**src/hw/rtl/multicast_mac_secret_decoder_macros.svh**
```systemverilog
// Assertion macros used by the decoder's top-level RTL file.
`ifndef MULTICAST_MAC_SECRET_DECODER_MACROS_SVH
`define MULTICAST_MAC_SECRET_DECODER_MACROS_SVH

// The antecedent holding at a clock edge implies the consequent at the same edge.
`define MMSD_ASSERT_IMPLIES(lbl, ante, cons, msg) \
  lbl: assert property (@(posedge clk) disable iff (rst) (ante) |-> (cons)) \
    else $error(msg);

// The antecedent holding at a clock edge implies the consequent at the next edge.
`define MMSD_ASSERT_NEXT(lbl, ante, cons, msg) \
  lbl: assert property (@(posedge clk) disable iff (rst) (ante) |=> (cons)) \
    else $error(msg);

`endif

```
**src/hw/rtl/mmsd_pkg.sv**
```systemverilog
// Types and constants shared by the multicast MAC secret decoder.
package mmsd_pkg;

  localparam int unsigned MAX_LEN_DEF = 64;
  localparam int unsigned STORE_DEPTH = 64;
  localparam int unsigned IDX_W       = 6;
  localparam int unsigned LEN_W       = 7;
  localparam int unsigned MAC_W       = 48;
  localparam int unsigned OQ_DEPTH    = 4;

  localparam logic [7:0]  THRESHOLD_RESET = 8'd10;
  localparam logic [7:0]  COUNT_MAX       = 8'hFF;
  localparam logic [47:0] PREFIX_DEST     = 48'h01005E4E5850;
  localparam logic [31:0] DATA_HEAD       = 32'h01005E5E;
  localparam logic [7:0]  LENGTH_MARK     = 8'hFF;

  typedef enum logic [1:0] {
    FRM_PREFIX,
    FRM_LENGTH,
    FRM_DATA,
    FRM_OTHER
  } frame_kind_t;

  typedef enum logic {
    DRAIN_IDLE,
    DRAIN_RUN
  } drain_state_t;

  typedef struct packed {
    logic             en;
    logic [IDX_W-1:0] addr;
    logic [7:0]       data;
  } store_wr_t;

  typedef struct packed {
    logic [LEN_W-1:0] len;
    logic [MAC_W-1:0] bssid;
  } drain_cmd_t;

  typedef struct packed {
    logic busy;
    logic read_pending;
  } drain_status_t;

endpackage

```
**src/hw/rtl/mmsd_front.sv**
```systemverilog
// Front end: takes frames, classifies them and keeps the decoder's control state.
module mmsd_front #(
  parameter int unsigned MAX_LEN = mmsd_pkg::MAX_LEN_DEF
) (
  input  logic                   clk,
  input  logic                   rst,
  input  logic                   push,
  output logic                   full,
  input  logic [47:0]            source_address,
  input  logic [47:0]            dest_address,
  input  logic [47:0]            network_bssid,
  input  logic                   cfg_we,
  input  logic [7:0]             cfg_data,
  output mmsd_pkg::store_wr_t    store_wr,
  output logic                   cmd_push,
  output mmsd_pkg::drain_cmd_t   cmd,
  input  logic                   cmd_full
);
  import mmsd_pkg::*;

  localparam logic [7:0] MAX_LEN_B = 8'(MAX_LEN);

  // Frame held for its update cycle.
  logic             in_valid;
  logic [MAC_W-1:0] in_src;
  logic [MAC_W-1:0] in_dst;
  logic [MAC_W-1:0] in_bss;

  logic [7:0]             threshold;
  logic [7:0]             prefix_count, prefix_count_next;
  logic [MAC_W-1:0]       sender_address, sender_address_next;
  logic [MAC_W-1:0]       latched_bssid, latched_bssid_next;
  logic                   length_known, length_known_next;
  logic [LEN_W-1:0]       expected_length, expected_length_next;
  logic [LEN_W-1:0]       received_count, received_count_next;
  logic [STORE_DEPTH-1:0] slot_written, slot_written_next;
  logic                   emitted, emitted_next;

  frame_kind_t      kind;
  logic [7:0]       b4;
  logic [7:0]       b5;
  logic             same_sender;
  logic             eligible;
  logic             data_hit;
  logic             completes;
  logic             stall;
  logic [LEN_W-1:0] count_inc;

  assign b4          = in_dst[15:8];
  assign b5          = in_dst[7:0];
  assign same_sender = (in_src == sender_address);
  assign eligible    = (prefix_count > threshold) && same_sender;
  assign count_inc   = received_count + LEN_W'(1);

  always_comb begin
    if (in_dst == PREFIX_DEST) begin
      kind = FRM_PREFIX;
    end else if (in_dst[47:16] == DATA_HEAD && b4 == LENGTH_MARK) begin
      kind = FRM_LENGTH;
    end else if (in_dst[47:16] == DATA_HEAD) begin
      kind = FRM_DATA;
    end else begin
      kind = FRM_OTHER;
    end
  end

  // A data byte lands in a slot below the length that has not been filled yet.
  assign data_hit  = (kind == FRM_DATA) && eligible && length_known &&
                     (b4 < {1'b0, expected_length}) && !slot_written[b4[IDX_W-1:0]];
  assign completes = data_hit && (count_inc == expected_length) && !emitted;
  assign stall     = completes && cmd_full;

  assign full = in_valid;

  always_comb begin
    prefix_count_next    = prefix_count;
    sender_address_next  = sender_address;
    latched_bssid_next   = latched_bssid;
    length_known_next    = length_known;
    expected_length_next = expected_length;
    received_count_next  = received_count;
    slot_written_next    = slot_written;
    emitted_next         = emitted;
    store_wr             = '0;
    cmd_push             = 1'b0;
    cmd.len              = expected_length;
    cmd.bssid            = latched_bssid;
    if (in_valid && !stall) begin
      unique case (kind)
        FRM_PREFIX: begin
          if (same_sender) begin
            if (prefix_count != COUNT_MAX) begin
              prefix_count_next = prefix_count + 8'd1;
            end
          end else begin
            sender_address_next = in_src;
            latched_bssid_next  = in_bss;
            prefix_count_next   = 8'd1;
          end
        end
        FRM_LENGTH: begin
          if (eligible && !length_known && b5 != 8'd0 && b5 <= MAX_LEN_B) begin
            expected_length_next = b5[LEN_W-1:0];
            length_known_next    = 1'b1;
          end
        end
        FRM_DATA: begin
          if (data_hit) begin
            store_wr.en   = 1'b1;
            store_wr.addr = b4[IDX_W-1:0];
            store_wr.data = b5;
            slot_written_next[b4[IDX_W-1:0]] = 1'b1;
            received_count_next = count_inc;
            if (completes) begin
              emitted_next = 1'b1;
              cmd_push     = 1'b1;
            end
          end
        end
        default: begin
        end
      endcase
    end
  end

  always_ff @(posedge clk) begin
    if (rst) begin
      in_valid        <= 1'b0;
      threshold       <= THRESHOLD_RESET;
      prefix_count    <= '0;
      sender_address  <= '0;
      latched_bssid   <= '0;
      length_known    <= 1'b0;
      expected_length <= '0;
      received_count  <= '0;
      slot_written    <= '0;
      emitted         <= 1'b0;
    end else begin
      if (cfg_we) begin
        threshold <= cfg_data;
      end
      if (push && !in_valid) begin
        in_valid <= 1'b1;
      end else if (in_valid && !stall) begin
        in_valid <= 1'b0;
      end
      prefix_count    <= prefix_count_next;
      sender_address  <= sender_address_next;
      latched_bssid   <= latched_bssid_next;
      length_known    <= length_known_next;
      expected_length <= expected_length_next;
      received_count  <= received_count_next;
      slot_written    <= slot_written_next;
      emitted         <= emitted_next;
    end
  end

  always_ff @(posedge clk) begin
    if (push && !in_valid) begin
      in_src <= source_address;
      in_dst <= dest_address;
      in_bss <= network_bssid;
    end
  end

endmodule

```
**src/hw/rtl/mmsd_cmdq.sv**
```systemverilog
// Two-entry queue of drain commands between the front end and the drain unit.
module mmsd_cmdq (
  input  logic                 clk,
  input  logic                 rst,
  input  logic                 push,
  input  mmsd_pkg::drain_cmd_t push_cmd,
  output logic                 full,
  input  logic                 pop,
  output logic                 valid,
  output mmsd_pkg::drain_cmd_t pop_cmd
);
  import mmsd_pkg::*;

  drain_cmd_t entries [2];
  logic       wp;
  logic       rp;
  logic [1:0] count;

  assign full    = (count == 2'd2);
  assign valid   = (count != 2'd0);
  assign pop_cmd = entries[rp];

  always_ff @(posedge clk) begin
    if (rst) begin
      wp    <= 1'b0;
      rp    <= 1'b0;
      count <= 2'd0;
    end else begin
      if (push && !full) begin
        wp <= ~wp;
      end
      if (pop && valid) begin
        rp <= ~rp;
      end
      count <= count + 2'((push && !full) ? 1 : 0) - 2'((pop && valid) ? 1 : 0);
    end
  end

  always_ff @(posedge clk) begin
    if (push && !full) begin
      entries[wp] <= push_cmd;
    end
  end

endmodule

```
**src/hw/rtl/mmsd_back.sv**
```systemverilog
// Drain unit: holds the secret store and streams it out byte by byte.
module mmsd_back (
  input  logic                    clk,
  input  logic                    rst,
  input  mmsd_pkg::store_wr_t     store_wr,
  input  logic                    cmd_valid,
  input  mmsd_pkg::drain_cmd_t    cmd,
  output logic                    cmd_pop,
  output mmsd_pkg::drain_status_t status,
  output logic                    empty,
  input  logic                    pop,
  output logic [7:0]              secret_byte,
  output logic [5:0]              byte_index,
  output logic [47:0]             bssid_out,
  output logic                    last_byte
);
  import mmsd_pkg::*;

  localparam int unsigned OQ_PTR_W = $clog2(OQ_DEPTH);
  localparam int unsigned OQ_CNT_W = $clog2(OQ_DEPTH + 1);

  logic [7:0] mem [STORE_DEPTH];

  drain_state_t     state, state_next;
  logic [LEN_W-1:0] len;
  logic [LEN_W-1:0] k;
  logic [LEN_W-1:0] k_inc;
  logic [MAC_W-1:0] bssid;
  logic             issue;
  logic             space;

  // Read stage.
  logic             rd_valid;
  logic [7:0]       rd_data;
  logic [IDX_W-1:0] rd_idx;
  logic             rd_last;

  // Output queue.
  logic [7:0]          oq_byte [OQ_DEPTH];
  logic [IDX_W-1:0]    oq_idx  [OQ_DEPTH];
  logic                oq_last [OQ_DEPTH];
  logic [OQ_PTR_W-1:0] oq_wp;
  logic [OQ_PTR_W-1:0] oq_rp;
  logic [OQ_CNT_W-1:0] oq_count;
  logic                oq_pop;

  assign k_inc = k + LEN_W'(1);
  assign space = (oq_count + OQ_CNT_W'(rd_valid)) < OQ_CNT_W'(OQ_DEPTH);

  always_comb begin
    state_next = state;
    unique case (state)
      DRAIN_IDLE: begin
        if (cmd_valid) begin
          state_next = DRAIN_RUN;
        end
      end
      DRAIN_RUN: begin
        if (space && k_inc == len) begin
          state_next = DRAIN_IDLE;
        end
      end
      default: state_next = DRAIN_IDLE;
    endcase
  end

  always_comb begin
    cmd_pop = 1'b0;
    issue   = 1'b0;
    unique case (state)
      DRAIN_IDLE: cmd_pop = cmd_valid;
      DRAIN_RUN:  issue   = space;
      default: begin
      end
    endcase
  end

  assign status.busy         = (state == DRAIN_RUN) || rd_valid;
  assign status.read_pending = rd_valid;

  always_ff @(posedge clk) begin
    if (rst) begin
      state    <= DRAIN_IDLE;
      rd_valid <= 1'b0;
    end else begin
      state    <= state_next;
      rd_valid <= issue;
    end
  end

  always_ff @(posedge clk) begin
    if (cmd_pop) begin
      len   <= cmd.len;
      bssid <= cmd.bssid;
      k     <= '0;
    end else if (issue) begin
      k <= k_inc;
    end
  end

  always_ff @(posedge clk) begin
    if (store_wr.en) begin
      mem[store_wr.addr] <= store_wr.data;
    end
    if (issue) begin
      rd_data <= mem[k[IDX_W-1:0]];
      rd_idx  <= k[IDX_W-1:0];
      rd_last <= (k_inc == len);
    end
  end

  assign empty  = (oq_count == '0);
  assign oq_pop = pop && !empty;

  always_ff @(posedge clk) begin
    if (rst) begin
      oq_wp    <= '0;
      oq_rp    <= '0;
      oq_count <= '0;
    end else begin
      if (rd_valid) begin
        oq_wp <= oq_wp + OQ_PTR_W'(1);
      end
      if (oq_pop) begin
        oq_rp <= oq_rp + OQ_PTR_W'(1);
      end
      oq_count <= oq_count + OQ_CNT_W'(rd_valid) - OQ_CNT_W'(oq_pop);
    end
  end

  always_ff @(posedge clk) begin
    if (rd_valid) begin
      oq_byte[oq_wp] <= rd_data;
      oq_idx[oq_wp]  <= rd_idx;
      oq_last[oq_wp] <= rd_last;
    end
  end

  assign secret_byte = oq_byte[oq_rp];
  assign byte_index  = oq_idx[oq_rp];
  assign last_byte   = oq_last[oq_rp];
  assign bssid_out   = bssid;

endmodule

```
**src/hw/rtl/multicast_mac_secret_decoder.sv**
```systemverilog
// Top level of the multicast MAC secret decoder.
// The decoder watches sniffed frames (source, destination, BSSID) and recovers a
// secret that a sender spells out in multicast destination addresses. Prefix
// frames build trust in one sender; once its prefix count exceeds the
// prefix_threshold register, that sender may announce the secret length once
// and then deliver one byte per data frame. When every slot below the length
// is filled, the whole secret comes out once, one beat per byte in index
// order, each beat carrying the BSSID latched with the sender and a last_byte
// flag on the final beat. A frame is taken into an input register and applied
// to the decoder state from there; full stays high while a frame is held, and
// the completing data frame is held while the command queue is full. That frame
// hands a drain command across a two-entry queue to the drain unit, which reads
// the 64-byte store through its single read port, one byte per cycle while the
// output queue has room, into a four-beat output queue; an L-byte secret
// therefore leaves as L beats, at one beat per cycle while pop keeps up.
// Frames keep flowing in during the drain. The threshold register is written
// through its own valid/ready channel, which is always ready, and should be
// written only while the decoder is idle.
`include "multicast_mac_secret_decoder_macros.svh"

module multicast_mac_secret_decoder #(
  parameter int unsigned MAX_LEN = mmsd_pkg::MAX_LEN_DEF
) (
  input  logic        clk,
  input  logic        rst,
  // Frame side.
  input  logic        push,
  output logic        full,
  input  logic [47:0] source_address,
  input  logic [47:0] dest_address,
  input  logic [47:0] network_bssid,
  // Result side.
  output logic        empty,
  input  logic        pop,
  output logic [7:0]  secret_byte,
  output logic [5:0]  byte_index,
  output logic [47:0] bssid_out,
  output logic        last_byte,
  // Threshold register write channel.
  input  logic        cfg_valid,
  output logic        cfg_ready,
  input  logic [7:0]  cfg_data
);
  import mmsd_pkg::*;

  store_wr_t     store_wr;
  logic          cmd_push;
  drain_cmd_t    cmd_in;
  logic          cmd_full;
  logic          cmd_valid;
  logic          cmd_pop;
  drain_cmd_t    cmd_out;
  drain_status_t drain_status;

  // The register accepts a write beat in every cycle.
  assign cfg_ready = 1'b1;

  mmsd_front #(
    .MAX_LEN(MAX_LEN)
  ) u_front (
    .clk           (clk),
    .rst           (rst),
    .push          (push),
    .full          (full),
    .source_address(source_address),
    .dest_address  (dest_address),
    .network_bssid (network_bssid),
    .cfg_we        (cfg_valid && cfg_ready),
    .cfg_data      (cfg_data),
    .store_wr      (store_wr),
    .cmd_push      (cmd_push),
    .cmd           (cmd_in),
    .cmd_full      (cmd_full)
  );

  mmsd_cmdq u_cmdq (
    .clk     (clk),
    .rst     (rst),
    .push    (cmd_push),
    .push_cmd(cmd_in),
    .full    (cmd_full),
    .pop     (cmd_pop),
    .valid   (cmd_valid),
    .pop_cmd (cmd_out)
  );

  mmsd_back u_back (
    .clk        (clk),
    .rst        (rst),
    .store_wr   (store_wr),
    .cmd_valid  (cmd_valid),
    .cmd        (cmd_out),
    .cmd_pop    (cmd_pop),
    .status     (drain_status),
    .empty      (empty),
    .pop        (pop),
    .secret_byte(secret_byte),
    .byte_index (byte_index),
    .bssid_out  (bssid_out),
    .last_byte  (last_byte)
  );

  // The store is complete before a drain starts, so nothing writes it during one.
  `MMSD_ASSERT_IMPLIES(a_no_write_in_drain, drain_status.busy, !store_wr.en, "store written during drain")
  // The front end holds the completing frame rather than overrun the command queue.
  `MMSD_ASSERT_IMPLIES(a_cmd_no_overflow, cmd_push, !cmd_full, "drain command pushed into full queue")
  // A secret completes only once, so a command never follows another directly.
  `MMSD_ASSERT_NEXT(a_cmd_single, cmd_push, !cmd_push, "drain command pushed twice in a row")

endmodule
```
**config.mk**
```make
export PLATFORM = sky130hd
export DESIGN_NAME = multicast_mac_secret_decoder
export DESIGN_NICKNAME = d
export VERILOG_FILES = /design/src/hw/rtl/mmsd_pkg.sv /design/src/hw/rtl/mmsd_front.sv /design/src/hw/rtl/mmsd_cmdq.sv /design/src/hw/rtl/mmsd_back.sv /design/src/hw/rtl/multicast_mac_secret_decoder.sv
export VERILOG_INCLUDE_DIRS = /design/src /design/src/hw/rtl
export SDC_FILE = /design/constraint.sdc
export NUM_CORES = 1
export LEC_CHECK = 0
export BUFFER_PORTS_ARGS = -buffer_cell sky130_fd_sc_hd__buf_2
export CAP_MARGIN = 20
export CORE_ASPECT_RATIO = 1.75
export CORE_MARGIN = 4
export CORE_UTILIZATION = 40
export DETAILED_ROUTE_END_ITERATION = 12
export SLEW_MARGIN = 15
export SYNTH_ARGS = -nofsm -noshare
export SYNTH_HDL_FRONTEND = slang
export SYNTH_SLANG_ARGS = --single-unit
```
**constraint.sdc**
```tcl
create_clock -name clk -period 13.13 [get_ports clk]
set_input_delay 2.626 -clock clk [delete_from_list [all_inputs] [get_ports clk]]
set_output_delay 2.626 -clock clk [all_outputs]
set_load 0.005 [all_outputs]
```
==> summary.txt, run 1 <==
I/O pins - 223
Most used DFF post-synth - edfxtp_1
EDFF count, synth - 896
Dpl hpwl - 62.14 mm
Via count - 22180
XOR/XNOR Fraction of Synth Area - 0.01597
Hold Fails Final Rpt - 0
Simple-gate share of the synthesized area - 0.05874
Per-cell routed wire length - 22.88 um
Synth Instances - 2446
Top-count cell post-synth - edfxtp_1
Pint - 5.973 mW
Pins over their slew limit - 0
First DRT Iteration DRCs - 1573
Largest register FFs - 512
Pleak - 14.26 nW
Synth Cell Area - 42220 um2
Register area share after synthesis - 0.7392
Adder-cell share of the synthesized area - 0.008001
Clock buffer depth - 3
Starting Density - 0.4032
Synth top area share - 0.6373
Worst Tran Pin Value - 1138 ps
Setup Skew - 22.21 ps
Setup slack after layout - 8387 ps
Multiplexer share of the synthesized area - 0.1177
GRT Total Usage - 0.1712
Cts bufs inserted - 100
Final Setup Violations - 0
Worst IR drop on VDD - 0.0001476 V
Largest register by flop count - u_back.mem
MaxCap Viol Count - 0
Syn Area/Cell - 17.26 um2
Vias per cell - 5.353
Root Buffer - clkbuf_16
Combinational power share - 0.099
# port buffers - 221
Grt peak-use layer - met2
Yosys reg bits - 1111
Main combinational cell family by area after synthesis - multiplexers
Skew-Pair Late Insertion Delay - 690 ps
Clk network pwr share - 0.382
Clock-pin slew on the worst setup and hold paths - 60 ps
Power density over cell area - 161.2 nW/um2
Core area - 104700 um2
Worst hold slack - 450.6 ps
Final period utilization - 0.3612
Compound-Gate Fraction of Synth Area - 0.04104
Area growth, synth to finish - 14.95%
Pre-CTS setup slack - 7966 ps
GR Util met1 - 0.1916
Hold buffer count at CTS - 0
Met2 Track Usage GR - 0.3172
Syn nets - 2630
M3 GR Usage - 0.03764
Non-Filler Cell Area, Final - 48530 um2
Setup TNS - 0 ps
First-pass GRT wire length - 145.3 mm
Largest net degree at the start of global routing - 111
Status - finished clean
NetSw - 1.852 mW
GPL Wtd Cong - 0.8278
CP arrival - 2120 ps
Layout cells sized above 1 - 0.2692
Vias in the first global route - 23670
Warnings from Yosys - 0
Dominant cell type by area after synthesis - edfxtp_1
Total Die Area - 111000 um2
Dpl cells - 3930
Final Critical Period - 4743 ps
Row cnt - 157
Sw Share - 0.2367
CP Launch Type - register
Max Clk Rate - 210.8 MHz
H-tree level count - 3
Regs by FF count - u_back.mem (512), u_cmdq.entries (110), u_front.slot_written (64)
CTS resizes - 0
CTS tree - yes
Commonest cells in the netlist - edfxtp_1 (896), nand2_1 (234), dfxtp_1 (215)
Crit. End Element - primary output
Worst EP required - 10500 ps
CTS Sinks - 1111
Final wirelength - 94.79 mm
Max Fanout on Critical Path - 15
Post-Layout Cell Count - 4143
Total grt overflow - 0
Antenna-violating nets left - 0
Detailed Routing Iterations Pass 1 - 5
Distinct cell type count of the synthesized netlist - 71
Unrepaired setup endpoints after global routing - false
Post-DP Area - 44930 um2
HP Class - reg -> reg
Initial antenna violation count - 16
DR DRC count - 0
Sequential Power Share - 0.520
Async set-reset flop share out of synthesis - 0
Max-slew headroom - 0.2353
Net count, final - 2882
Die Span X - 253.6 um
Post-CTS Setup Bufs - 0
Die Span Y - 437.8 um
Top cells by area, synth - edfxtp_1 (64%), dfxtp_1 (10%), mux4_2 (9.9%)
Crit Path Class - reg -> out
layout make-up:
type / instances / area, um2
well taps: 1351 / 1690
fillers: 8825 / 56170
clock inverters: 75 / 726.9
clock buffers: 115 / 2664
diodes: 6 / 15.01
flip-flops and latches: 1111 / 31220
repair buffers: 289 / 1603
multi-input cells: 1133 / 10380
inverters: 63 / 236.5
critical path, cell delays in order, from the launching register on:
cell and delay, ps:
dfxtp_2 700, mux4_2 590, buf_2 150
per-layer routing:
layer  vias to the layer above  part of all wire
met3                       207             0.056
met5                         -            0.0013
li1                      10040                 -
met4                        18             0.034
met1                     11270              0.36
met2                       637              0.55
power by group through the flow:
stage	logic (mW)	registers, mW	clock network, mW
after global routing	0.844	4.08	3.21
after CTS	0.793	4.07	3.06
after floorplan	0.568	4.08	0
final	0.772	4.07	2.99
after global placement	0.779	4.14	0
after detailed placement	0.790	4.14	0
final timing paths:
path	startpoint	endpoint	slack [ps]	cells after the start
setup / recovery	register	byte_index[1]	8390	2
hold / removal	u_front.latched_bssid[43]	u_cmdq.entries[1][43]	450	0
setup reg to reg	u_front.in_dst[8]	u_back.mem[18][0]	8660	8
hold reg to reg	u_front.latched_bssid[43]	u_cmdq.entries[1][43]	450	0
cells by family (layout without fill, tap and decap cells):
kind of cell	count (synthesis)	in the layout
flip-flops	1111	1111
AND/OR/NAND/NOR	507	507
AO/OA/AOI/OAI	263	263
multiplexers	258	258
buffers and inverters	202	542
XOR/XNOR	77	77
adder cells (fa/ha/maj)	27	27
other	1	7
placed cells by master, fill, tap and decap left out, types with 47 or more instances in the layout:
cell type | Yosys | routed
dfxtp_1 | 215 | 209
a21oi_1 | 123 | 123
xor2_1 | 62 | 62
buf_4 | 2 | 50
clkbuf_16 | 0 | 104
mux4_2 | 185 | 185
buf_2 | 39 | 229
inv_1 | 63 | 61
mux2_2 | 56 | 56
nand2_1 | 234 | 234
o2bb2ai_1 | 47 | 47
edfxtp_1 | 896 | 896
nor3_1 | 74 | 54
through the flow:
| stage | power, mW | utilization |
|---|---|---|
| CTS | 7.923 | 0.4615 |
| floorplan | 4.648 | - |
| detailed placement | 4.933 | 0.4291 |
| global placement | 4.919 | 0.4291 |
| global route | 8.141 | 0.4634 |
| finish | 7.825 | 0.4635 |
(Power assumes the default switching activity.)
==> inputs of run 2 (changes only) <==
Settings changed: ABC_AREA set to 1.
Clock period 13.13 ns to 4.6 ns, I/O delays scaled along.
==> run 2 against run 1 <==
Effect of this change:
- clock power rose to 2.8 times the previous value
- wire length increased by 23%
- die area increased by 5.7%
==> summary.txt, run 2 <==
HP Class - in -> reg (was reg -> reg)
Dominant cell type by area after synthesis - edfxtp_1 (unchanged)
Setup Skew - 35.73 ps (was 22.21 ps)
Crit. End Element - register (was primary output)
Status - finished clean (unchanged)
Hold depth - 1 (was 0)
Syn nets - 4135 (was 2630)
Largest net degree at the start of global routing - 192 (was 111)
Commonest non-fill, non-tap cell in the layout - edfxtp_1 (unchanged)
Worst reg2reg path depth - 14 (was 8)
# port buffers - 221 (unchanged)
Synth Instances - 3951 (was 2446)
Per-cell routed wire length - 20.55 um (was 22.88 um)
Core area - 111300 um2 (was 104700 um2)
Dpl hpwl - 74.87 mm (was 62.14 mm)
Skew-Pair Late Insertion Delay - 720 ps (was 690 ps)
Largest register FFs - 512 (unchanged)
Async set-reset flop share out of synthesis - 0 (unchanged)
Largest register by flop count - u_back.mem (unchanged)
MaxCap Viol Count - 0 (unchanged)
H-tree level count - 3 (unchanged)
Pre-CTS setup slack - 687.2 ps (was 7966 ps)
Synth Cell Area - 44700 um2 (was 42220 um2)
Adder-cell share of the synthesized area - 0.007558 (was 0.008001)
Post-CTS Setup Bufs - 0 (unchanged)
RR Endpoint - u_back.mem[8][5] (was u_back.mem[18][0])
Cts bufs inserted - 97 (was 100)
Regs by FF count - u_back.mem (512), u_cmdq.entries (110), u_front.slot_written (64) (unchanged)
Max-slew headroom - 0.1785 (was 0.2353)
Most frequent cells in the layout - edfxtp_1 (896), nand2_1 (580), nor2_1 (573) (was edfxtp_1 (896), nand2_1 (234), buf_2 (229))
Dpl cells - 5484 (was 3930)
Via count - 30370 (was 22180)
Clock buffer depth - 3 (unchanged)
Row cnt - 162 (was 157)
Yosys reg bits - 1111 (unchanged)
Final Critical Period - 3920 ps
Total Die Area - 117400 um2 (was 111000 um2)
Net count, final - 4292 (was 2882)
Final Setup Violations - 0 (unchanged)
XOR/XNOR Fraction of Synth Area - 0.01176 (was 0.01597)
CTS Sinks - 1111 (unchanged)
Layout cells sized above 1 - 0.1193 (was 0.2692)
Hold Path Origin - source_address[23] (was u_front.latched_bssid[43])
Worst r2r src - u_front.in_dst[9] (was u_front.in_dst[8])
Vias in the first global route - 29950 (was 23670)
Die Span Y - 450.2 um (was 437.8 um)
Multiplexer share of the synthesized area - 0 (was 0.1177)
CTS resizes - 0 (unchanged)
Max Clk Rate - 255.1 MHz
Worst EP required - 4920 ps (was 10500 ps)
Pleak - 16.27 nW (was 14.26 nW)
GPL Wtd Cong - 0.8741 (was 0.8278)
Clock-pin slew on the worst setup and hold paths - 70 ps (was 60 ps)
Antenna-violating nets left - 0 (unchanged)
Die Span X - 260.7 um (was 253.6 um)
Root Buffer - clkbuf_16 (unchanged)
Pins over their slew limit - 0 (unchanged)
Simple-gate share of the synthesized area - 0.1345 (was 0.05874)
Post-DP Area - 47490 um2 (was 44930 um2)
Top cells by area, synth - edfxtp_1 (60%), dfxtp_1 (9.6%), nor2_1 (4.9%) (was edfxtp_1 (64%), dfxtp_1 (10%), mux4_2 (9.9%))
Register area share after synthesis - 0.6982 (was 0.7392)
Detailed Routing Iterations Pass 1 - 6 (was 5)
Warnings from Yosys - 0 (unchanged)
Worst hold slack - 374.5 ps (was 450.6 ps)
I/O pins - 223 (unchanged)
Top-count cell post-synth - edfxtp_1 (unchanged)
CP arrival - 4240 ps (was 2120 ps)
DR DRC count - 0 (unchanged)
Total grt overflow - 0 (unchanged)
CP Launch Type - register (unchanged)
Synth top area share - 0.6019 (was 0.6373)
EDFF count, synth - 896 (unchanged)
Hold Fails Final Rpt - 0 (unchanged)
Main combinational cell family by area after synthesis - simple AND/OR/NAND/NOR gates (was multiplexers)
Hold buffer count at CTS - 0 (unchanged)
Final wirelength - 116.5 mm (was 94.79 mm)
Post-Layout Cell Count - 5668 (was 4143)
Max Fanout on Critical Path - 8 (was 15)
Initial antenna violation count - 3 (was 16)
Non-Filler Cell Area, Final - 50780 um2 (was 48530 um2)
Distinct cell type count of the synthesized netlist - 41 (was 71)
Power density over cell area - 468.0 nW/um2 (was 161.2 nW/um2)
First DRT Iteration DRCs - 2411 (was 1573)
Starting Density - 0.4017 (was 0.4032)
Setup slack after layout - 679.6 ps (was 8387 ps)
Power Total - 23.76 mW (was 7.825 mW)
Flop-to-flop setup slack - 680 ps (was 8660 ps)
Syn Area/Cell - 11.31 um2 (was 17.26 um2)
First-pass GRT wire length - 176.8 mm (was 145.3 mm)
Worst Tran Pin Value - 1232 ps (was 1138 ps)
Most used DFF post-synth - edfxtp_1 (unchanged)
Setup TNS - 0 ps (unchanged)
Post-layout util - 0.4563 (was 0.4635)
GRT Total Usage - 0.1945 (was 0.1712)
Hold Path End - u_front.in_src[23] (was u_cmdq.entries[1][43])
Worst IR drop on VDD - 0.0004390 V (was 0.0001476 V)
Final period utilization - 0.8523
CTS tree - yes (unchanged)
Crit Path Class - reg -> reg (was reg -> out)
Area growth, synth to finish - 13.60% (was 14.95%)
Vias per cell - 5.357 (was 5.353)
Unrepaired setup endpoints after global routing - false (unchanged)
Compound-Gate Fraction of Synth Area - 0.1075 (was 0.04104)
Commonest cells in the netlist - edfxtp_1 (896), nor2_1 (584), nand2_1 (580) (was edfxtp_1 (896), nand2_1 (234), dfxtp_1 (215))
## run 2: cell count changes after synthesis, moves of 32 or more
cell       previous run  this run
nor2_1               40       584
inv_1                63       202
o22ai_1               6       152
mux2_2               56         0
clkbuf_1             80       170
nand2_1             234       580
o21ai_0              19       410
nand4_1              17       196
a21oi_1             123       198
o21bai_1              1        33
mux4_2              185         0
xor2_1               62        22
o2bb2ai_1            47         0
nor3_1               74        14
## run 2: power breakdown
| group | switching, mW | total, mW | internal, mW |
|---|---|---|---|
| clock | 3.76 | 8.32 | 4.56 |
| sequential | 0.298 | 11.6 | 11.3 |
| combinational | 2.83 | 3.80 | 0.973 |
| total | 6.89 | 23.8 | 16.9 |
## run 2: worst max-delay path: stages, from the launching register on
cell      delay (ps)
edfxtp_1         460
nand2_1          240
inv_1            170
o211ai_1         120
nand2_1           90
nor2_1           110
nor2_1            60
nor2_1            90
nand2_1           80
nor2_1           120
and3_1           290
nand3_4          180
inv_1            220
nand2_1          490
nor2_1           790
## run 2: cells by family (layout without fill, tap and decap cells)
kind of cell / after synthesis / in the layout
adder cells (fa/ha/maj): 27 / 27
buffers and inverters: 455 / 695
flip-flops: 1111 / 1111
AO/OA/AOI/OAI: 864 / 864
AND/OR/NAND/NOR: 1433 / 1433
other: 1 / 2
XOR/XNOR: 60 / 60
## run 2: worst max path at each step
| stage | from | to | slack, ps |
|---|---|---|---|
| 3_3_place_gp | u_front.in_dst[9] | u_front.sender_address[40] | 720 |
| 6_report | u_front.in_dst[9] | u_back.mem[8][5] | 680 |
| 4_1_cts | u_front.in_dst[9] | u_front.sender_address[33] | 670 |
| 3_5_place_dp | u_front.in_dst[9] | u_front.sender_address[33] | 690 |
| 2_1_floorplan | u_cmdq.count[1] | u_cmdq.count[1] | 170 |
| 5_1_grt | u_front.in_src[14] | u_front.sender_address[33] | 360 |
## run 2: layout make-up
cell class	count	area [um2]
inverter	207	783.3
antenna	1	2.502
clock inverter	67	690.7
clock buffer	115	2566
fill	10070	60500
sequential	1111	31220
timing repair buffer	306	1883
multi-input combinational	2385	11790
tap	1476	1847
## run 2: metal layers
layer,up-vias,wire length (um),track usage
li1,14390,-,-
met1,14710,44270,0.2278
met2,998,60370,0.3488
met3,267,5868,0.02372
met4,0,5977,0.09778
met5,-,0,0
